--- config.mk ---
export PLATFORM = sky130hd
export DESIGN_NAME = bcb_lowbit
export DESIGN_NICKNAME = d
export VERILOG_FILES = /design/src/design/bcb_lowbit.sv
export SDC_FILE = /design/constraint.sdc
export NUM_CORES = 1
export LEC_CHECK = 0
export ABC_AREA = 1
export BUFFER_PORTS_ARGS = -buffer_cell sky130_fd_sc_hd__buf_2
export CAP_MARGIN = 5
export CORE_MARGIN = 5
export CORE_UTILIZATION = 44
export DETAILED_ROUTE_END_ITERATION = 16
export PLACE_DENSITY = 0.81
export REMOVE_ABC_BUFFERS = 1
export SLEW_MARGIN = 20
export SYNTH_ARGS = -nofsm -noshare
export SYNTH_HDL_FRONTEND = slang
export SYNTH_SLANG_ARGS = --single-unit
export TNS_END_PERCENT = 30
--- constraint.sdc ---
create_clock -name vclk -period 1.2
set_input_delay 0.12 -clock vclk [all_inputs]
set_output_delay 0.12 -clock vclk [all_outputs]
set_load 0.005 [all_outputs]
--- src/design/bcb_lowbit.sv ---
// Lowest-set-bit finder: isolates the lowest set bit of a vector with one
// add and encodes its position. Shared by the search and the result scan.
// Depends on nothing.
module bcb_lowbit #(
   parameter int W = 64
) (
   input  logic [W-1:0]         vec,
   output logic [W-1:0]         onehot,
   output logic [$clog2(W)-1:0] idx,
   output logic                 any
);

   localparam int IW = $clog2(W);

   assign onehot = vec & (~vec + W'(1));
   assign any    = |vec;

   // encode the isolated bit
   always_comb begin
      idx = '0;
      for (int i = 0; i < W; i++) begin
         if (onehot[i]) begin
            idx = idx | IW'(i);
         end
      end
   end

endmodule
==> results of run 1 <==
==> stage by stage <==
stage                     cell area (um^2)  hold WS [ps]  setup slack (ps)
after floorplan                       2630           240              -107
after global placement                4610           461              -627
after detailed placement              4610           468              -712
after CTS                             5470           517              -472
==> layer usage <==
| layer | GRT overflow | track usage |
|---|---|---|
| met5 | 0 | 0.0909 |
| met2 | 1 | 0.845 |
| met3 | 0 | 0.456 |
| met1 | 0 | 0.612 |
| met4 | 0 | 0.598 |
==> kinds of logic after synthesis <==
family | share of synthesized area
buffers and inverters | 0.194
AO/OA/AOI/OAI | 0.00379
AND/OR/NAND/NOR | 0.803
==> repair_timing <==
item                                    in CTS
endpoints found under the setup margin      65
pin swaps                                   65
setup buffers                               11
hold endpoints to repair                     0
gates resized for setup                    216
==> run summary, run 1 <==
Placed Instances -> 987
syn avg cell area -> 4.28 um^2
hpwl dp -> 12200 um
Hold Buf Count CTS -> 0
sequential fraction of the synthesis area -> 0
unique cell type count in the Yosys netlist -> 19
Routability Congestion -> 1.08
grt total ovfl -> 1
Err -> [ERROR GRT-0116] Global routing finished with congestion. Check the congestion regions in the DRC Viewer.
DIE HEIGHT -> 87.4 um
Port Buffer Count -> 135
Gate Count Post-Synth -> 616
Synth area leaders -> nor2_1, nand2_1, inv_1
starting density of the core -> 0.448
number of warnings issued by yosys -> 0
Post-Syn Area -> 0.00264 mm^2
Die Wd -> 87.4 um
status -> aborted with a tool error
Synth top cells by count -> nor2_1, nand2_1, inv_1, nand3_1
area leader, netlist -> nor2_1
most used standard cell by instance count after synthesis -> nor2_1
last stage reached -> global routing (5_1_grt)
first-pass GRT wire length -> 36800 um
IO Pins -> 135
number of global-route vias before repair -> 6964
Tot GR Track Use -> 0.630
pin count of the biggest net entering global routing -> 8
top-area cell type share of the netlist area -> 0.248
row count -> 28
==> run 2, diff against run 1 <==
--- a/config.mk
+++ b/config.mk
@@ -9,9 +9,9 @@
 export BUFFER_PORTS_ARGS = -buffer_cell sky130_fd_sc_hd__buf_2
 export CAP_MARGIN = 5
 export CORE_MARGIN = 5
-export CORE_UTILIZATION = 44
+export CORE_UTILIZATION = 30
 export DETAILED_ROUTE_END_ITERATION = 16
-export PLACE_DENSITY = 0.81
+export PLACE_DENSITY_LB_ADDON = 0.15
 export REMOVE_ABC_BUFFERS = 1
 export SLEW_MARGIN = 20
 export SYNTH_ARGS = -nofsm -noshare
==> constraint.sdc (replaced) <==
create_clock -name vclk -period 1.56
set_input_delay 0.156 -clock vclk [all_inputs]
set_output_delay 0.156 -clock vclk [all_outputs]
set_load 0.005 [all_outputs]
==> run 2 against run 1 <==
  * Synthesized cell count stayed put
  * The flow now finishes, with violations (negative setup slack)
  * Synthesized area stayed put
==> run summary, run 2 <==
met2 WL post-DR -> 8740 um
DRT Pass-1 Iters -> 4
Layout Nets -> 999
Setup WS pre-CTS -> -649 ps (+63.3 ps)
status -> finished, violations left
critical path arrival -> 1750 ps
vias -> 5114
max_slew headroom -> 0.770
Pleak -> 3.66 nW
area leader, netlist -> nor2_1
Metal-1 WL -> 6370 um
Tcrit/Tclk final -> 1.22
hold slack -> 594 ps
starting density of the core -> 0.305 (-0.143)
initial antenna violation count -> 0
flip-flop and latch count -> 0
pin count of the biggest net entering global routing -> 8
Storage cell area -> 0 um^2
Synth-to-Final Area Change -> 125%
number of global-route vias before repair -> 5227
fmax -> 525 MHz
DR top layer -> met4
number of warnings issued by yosys -> 0 (unchanged)
slew at the pin closest to its max-slew limit -> 344 ps
unique cell type count in the Yosys netlist -> 19 (unchanged)
layout cell share with drive strength beyond 1 -> 0.562
top-area cell type share of the netlist area -> 0.248 (unchanged)
IO Pins -> 135 (unchanged)
crit start category -> input port
syn avg cell area -> 4.28 um^2 (unchanged)
VDD IR-drop max -> 0.0985 mV
drt wl/cell -> 16.0 um
n_diodes -> 0
clkbuf count -> 0
hpwl dp -> 13800 um (+14%)
wire length on met3 -> 995 um
critical path capture point type -> primary output
Req. time, crit path -> 1400 ps
final hold violation count -> 0
final number of setup-violating endpoints -> 40
power density cells -> 111 mW/mm^2
Routability Congestion -> 1.05 (-2.9%)
Core ar. -> 0.00864 mm^2
row count -> 34 (+21%)
commonest non-fill, non-tap cells in the layout -> buf_4, inv_1, nand2_1, buf_2, nor2_1
Antenna Violating Nets Remaining -> 0
sequential fraction of the synthesis area -> 0 (unchanged)
failing checks -> negative setup slack
DIE HEIGHT -> 104 um (+19%)
maxcap violations -> 0
setup TNS -> -4280 ps
DRT iter0 DRCs -> 256
Gate Count Post-Synth -> 616 (unchanged)
Post-Syn Area -> 0.00264 mm^2 (unchanged)
Die Wd -> 104 um (+19%)
final wirelength -> 16700 um
Tmin final -> 1910 ps
max-slew violation count -> 0
Die ar. -> 0.0108 mm^2
first-pass GRT wire length -> 26100 um
commonest non-fill, non-tap cell in the layout -> buf_4
CP Class -> input port to primary output
grt total ovfl -> 0
Via-to-Cell Ratio -> 4.91
DRC -> 0
Synth top cells by count -> nor2_1, nand2_1, inv_1, nand3_1
Tot GR Track Use -> 0.287
unrepaired setup endpoints after global routing -> true
final setup margin -> -346 ps
most used standard cell by instance count after synthesis -> nor2_1
maximum net fanout on the critical path -> 3
Synth area leaders -> nor2_1, nand2_1, inv_1
Fill cells -> 801
Port Buffer Count -> 135 (unchanged)
worst min path class -> input port to primary output
==> run 2: cell counts after synthesis <==
Identical to the previous run, type by type.
==> run 2: repair_timing <==
action,4_1_cts,5_1_grt
hold buffers,0,0
endpoints found under the hold margin,0,0
buffers inserted,9,12
pin swaps,41,35
resized for setup,144,168
endpoints found under the setup margin,51,51
==> run 2: critical path, stage by stage <==
cell	delay, ps
buf_2	140
nor2_4	180
nand2_4	80
nor2_2	150
nand2_1	100
nor2_4	170
buf_6	130
buf_6	90
nand4_1	150
nand3_1	120
nor2_1	70
nand3_1	90
buf_2	120
==> run 2: logic make-up (layout without fill, tap and decap cells) <==
family	count (synthesis)	after routing	synth area share
and+or+nand+nor	479	479	0.803
AOI/OAI and AO/OA	2	2	0.00379
buffers and inverters	135	452	0.194
==> run 2: layout make-up <==
cell class                      count  area, um^2  area share
Inverter                          134         508      0.0855
Timing Repair Buffer              318        2320       0.391
Multi-Input combinational cell    481        2970       0.501
Tap cell                          108         135      0.0228
==> run 2: path summary, 6_finish.rpt <==
path,start,end,depth (start not counted)
max,vec[12],idx[1],13
min,vec[0],onehot[0],3
==> run 2: per-layer routing <==
metal	vias up	track usage
met1	2338	0.342
met5	-	0
li1	2513	-
met3	42	0.0193
met4	0	0.0749
met2	221	0.549
==> run 2: metrics by stage <==
stage	util	power [mW]	cells	area [um^2]
6_report	0.688	0.662	1041	5940
3_5_place_dp	0.545	0.488	1023	4700
2_1_floorplan	-	0.150	615	2630
4_1_cts	0.612	0.565	1031	5280
3_3_place_gp	0.545	0.485	1023	4700
5_1_grt	0.688	0.708	1041	5940
==> run 2: report_power, final <==
group	total (mW)	internal (mW)	switching, mW
Combinational	0.662	0.304	0.358
Clock	0	0	0
Sequential	0	0	0
Total	0.662	0.304	0.358
Note: power is estimated with default switching activity, not from simulation.
