<file path="src/design/bcb_ram.sv">
// Generic single-write, single-read RAM with registered read data.
// Depends on nothing; used for the adjacency rows.
module bcb_ram #(
   parameter int WIDTH = 64,
   parameter int DEPTH = 64
) (
   input  logic                     clock,
   input  logic                     wr_en,
   input  logic [$clog2(DEPTH)-1:0] wr_addr,
   input  logic [WIDTH-1:0]         wr_data,
   input  logic [$clog2(DEPTH)-1:0] rd_addr,
   output logic [WIDTH-1:0]         rd_data
);

   logic [WIDTH-1:0] mem [DEPTH];
   logic [WIDTH-1:0] rd_data_ff;

   always_ff @(posedge clock) begin
      if (wr_en) begin
         mem[wr_addr] <= wr_data;
      end
      rd_data_ff <= mem[rd_addr];
   end

   assign rd_data = rd_data_ff;

endmodule

</file>
<file path="config.mk">
export PLATFORM = sky130hd
export DESIGN_NAME = bcb_ram
export DESIGN_NICKNAME = d
export VERILOG_FILES = /design/src/design/bcb_ram.sv
export SDC_FILE = /design/constraint.sdc
export NUM_CORES = 2
export LEC_CHECK = 0
export BUFFER_PORTS_ARGS = -buffer_cell sky130_fd_sc_hd__buf_4
export CELL_PAD_IN_SITES_DETAIL_PLACEMENT = 0
export CELL_PAD_IN_SITES_GLOBAL_PLACEMENT = 1
export CORE_ASPECT_RATIO = 1.75
export CORE_MARGIN = 1.5
export CORE_UTILIZATION = 25
export DETAILED_ROUTE_END_ITERATION = 16
export GPL_TIMING_DRIVEN = 0
export PLACE_DENSITY_LB_ADDON = 0.08
export SYNTH_ARGS = -nofsm -noshare
export SYNTH_HDL_FRONTEND = slang
export SYNTH_SLANG_ARGS = --single-unit
</file>
<file path="constraint.sdc">
create_clock -name clock -period 6.4 [get_ports clock]
set_input_delay 1.28 -clock clock [delete_from_list [all_inputs] [get_ports clock]]
set_output_delay 1.28 -clock clock [all_outputs]
set_load 0.02 [all_outputs]
</file>
After elaboration in Yosys (flattened, before gate mapping)

Memory sizes are Yosys's and may differ from the RTL's. A register that Yosys moved wholly into a read port is not among the register bits.
Cells that the tools add are included.

$add $sub $neg: 0
Multipliers: 0
Div/mod/pow operators: 0
Magnitude comparators: 0
Equality and inequality tests: 0
Shifts and indexed selects: 0
Multiplexer cells: 2
Bitwise gates (word level): 0
Reductions and logical operators: 0

Operators with widths:

| cell              | count |
|---|---|
| 1-bit two-way mux | 2 |

Register bits: 0
Bits in latches: 0
Memory bits (writable): 4096
Bits in read-only memories: 0
Bits of input ports: 78
Output and inout bits: 64
Memories kept: 1

Memories:

| name | words | width | read ports | clocked after memory_dff | write ports | line | RTL |
|---|---|---|---|---|---|---|---|
| mem  | 64    | 64    | 1          | 1                        | 1           | 15   | `logic [WIDTH-1:0] mem [DEPTH];` |

Depth between registers and ports, before layout

Depth after elaboration: 2
Depth in mapped cells: 9
Depth with buffers taken out: 5

Least setup slack after synthesis

No wires, ideal clock.

Path kind: input-to-reg
Start point: in wr_addr[3]
End point: mem mem[48][0], enable pin
Setup time: 0.564 ns
Data arrival time: 6.152 ns
Data required time: 5.836 ns
Slack: -0.316 ns
Stages: 4
Buffers on the path: 1
Path through: clkbuf_1 nor2b_1 nand4b_1 nor3_1

RTL lines:

| what               | line | RTL |
|---|---|---|
| start: declaration | 9    | `input logic [$clog2(DEPTH)-1:0] wr_addr,` |
| end: declaration   | 15   |  |

No word-level cell before the write port.

==> results.json <==
{
  "totalWireLength_um": 575300,
  "maxSlewHeadroom": 0.03887,
  "hold_viol_final": 0,
  "gp_congestion": 0.7278,
  "drc": 0,
  "cp_max_fo": 10,
  "grt_max_degree": 65,
  "cp_data_required_time_ns": 7.23,
  "drv_slew": 0,
  "cts.sinks": 4160,
  "routedWlPerCell_um": 35.66,
  "dieWidth_um": 600.8,
  "grt_pass1_wl_um": 759600,
  "critPathLaunchType": "input port",
  "vias": 74510,
  "netlist-cell-type-count": 33,
  "final_nets": 7524,
  "tightest_slew_ns": 1.423,
  "finClkSkew_ns": 0.06138,
  "violations": "antenna rules",
  "period_needed_ns": 5.146,
  "die_h_um": 1049,
  "grtUsageTotal": 0.1805,
  "clkTransAtPathRegs_ns": 0.07,
  "antenna_found_initial": 73,
  "reg2reg_slack_ns": 3.23,
  "ant_nets": 1,
  "finalSetupViolations": 0,
  "crit_arrival_ns": 5.98,
  "cts_resized": 0,
  "p_leak_nw": 57.53,
  "core_area_um2": 623600,
  "rows": 384,
  "rsz0062_at_grt": "no",
  "cts_max_level": 5,
  "hold_class": "input port to flop",
  "synthToLayoutAreaGrowth_pct": 20.36,
  "layout_commonest_cell": "edfxtp_1",
  "post-route-util": 0.3018,
  "synthesis.area_um2": 156300,
  "syn-num-nets": 6676,
  "drt-pass1-iter-count": 8,
  "end_kind": "flop",
  "timing.hold.ws_ns": 0.7816,
  "critPathKind": "input port to flop",
  "clockRootBuffer": "clkbuf_16",
  "start_util": 0.2507,
  "die_area_um2": 630300,
  "cts_max_path_buffers": 5,
  "place.port_buffers": 133,
  "clk_latency_ns": 1.06,
  "final_cell_mix": "edfxtp_1, mux4_2, clkbuf_16",
  "drt_iter0_markers": 6594,
  "place_hpwl_um": 401900,
  "max_freq_mhz": 194.3,
  "ys_seq_area_frac": 0.7949,
  "syn_avg_cell_area_um2": 23.70,
  "grt_pass1_vias": 80930,
  "overflow": 0,
  "status": "finished, violations left",
  "cts_buffers": 434,
  "power_density_nw_per_um2": 314.0,
  "synthesis.instances": 6598,
  "cts_setup_buffers": 0,
  "ir_drop_mv": 0.2189,
  "cts_hold_buf": 0,
  "yosys_warnings": 0,
  "cap_viol_max_count": 0,
  "drive_above_1_share": 0.3023,
  "boundaryPins": 142,
  "viasPerCell": 4.619,
  "period_share": 0.8040,
  "cts_tree": "built",
  "fill_cells": 60370,
  "synth_seq_cells": 4160
}
[where the power goes]
part,switching [mW],internal [mW],total [mW]
Combinational,2.30,1.04,3.34
Sequential,0.0571,30.2,30.2
Clock,11.0,14.6,25.5
[per-layer routing]
layer  track usage  wire length, um
met4       0.04588            13700
met3       0.02291            22970
met2        0.3540           325500
met5             0              133
met1        0.2031           213000
[final timing paths]
check | to | startpoint | depth (start not counted)
worst min register to register | rd_data[18] | mem[63][18] | 4
worst min-delay path | mem[31][49] | wr_data[49] | 1
worst max-delay path | rd_data[5] | rd_addr[0] | 8
worst max register to register | rd_data[30] | mem[12][30] | 5
[flip-flops by register name (all words and copies together) (netlist names)]
name     flops
mem       4096
rd_data     64
[per-stage QoR]
stage | area (um2) | power (mW) | std cells | TNS [ns] | setup slack (ns)
floorplan | 156400 | 32.28 | 6598 | 0 | 1.090
global placement | 167700 | 34.21 | 15030 | - | -5.350
detailed placement | 174200 | 34.31 | 15310 | -0.002320 | -0.002320
CTS | 188100 | 60.01 | 16090 | 0 | 1.157
global route | 188100 | 60.82 | 16090 | 0 | 1.242
finish | 188200 | 59.09 | 16130 | 0 | 1.254
[layout make-up]
cell class	count	area (um2)	share of cell area
diodes	45	112.6	0.0005984
flip-flops and latches	4160	124300	0.6604
clock inverters	236	2265	0.01203
well taps	8299	10380	0.05518
multi-input cells	2049	30770	0.1635
repair buffers	412	6938	0.03687
plain buffers	370	1790	0.009514
clock buffers	541	11570	0.06149
inverters	19	71.32	0.0003790
[critical path, cell delays in order]
cell	delay [ns]
buf_4	0.23
buf_2	0.90
buf_2	1.05
mux4_2	0.39
mux2i_1	0.07
o22ai_1	0.47
a41oi_1	0.22
a211oi_1	1.21
[synth_stat cells, drive strengths merged]
| master | number | share of area |
|---|---|---|
| nand3b | 2 | 0.000096 |
| edfxtp | 4096 | 0.79 |
| o22ai | 83 | 0.0033 |
| mux2i | 135 | 0.0086 |
| nor2b | 28 | 0.0011 |
| nand2b | 11 | 0.00044 |
| buf | 230 | 0.0080 |
| a2bb2oi | 19 | 0.0011 |
| or2 | 28 | 0.0011 |
| nand4b | 1 | 0.000056 |
| nand2 | 58 | 0.0014 |
| clkbuf | 140 | 0.0034 |
| nor3 | 2 | 0.000064 |
| mux4 | 1024 | 0.15 |
| or3 | 29 | 0.0012 |
| inv | 19 | 0.00046 |
| a22oi | 168 | 0.0081 |
| dfxtp | 64 | 0.0082 |
| a41oi | 26 | 0.0015 |
| a31oi | 18 | 0.00072 |
| a31o | 1 | 0.000056 |
| and3 | 64 | 0.0026 |
| or3b | 1 | 0.000056 |
| nand4 | 2 | 0.000080 |
| nor2 | 112 | 0.0027 |
| o221ai | 38 | 0.0021 |
| nand3 | 45 | 0.0014 |
| a22o | 88 | 0.0049 |
| a211oi | 63 | 0.0030 |
| and2 | 3 | 0.00012 |
[logic make-up after synthesis]
kind of cell    after synthesis  share of synthesized area
flops                      4160                     0.7949
mux                        1159                     0.1561
compound gates              504                    0.02477
buf+inv                     389                    0.01180
simple gates                386                    0.01240
(Power assumes the default switching activity.)
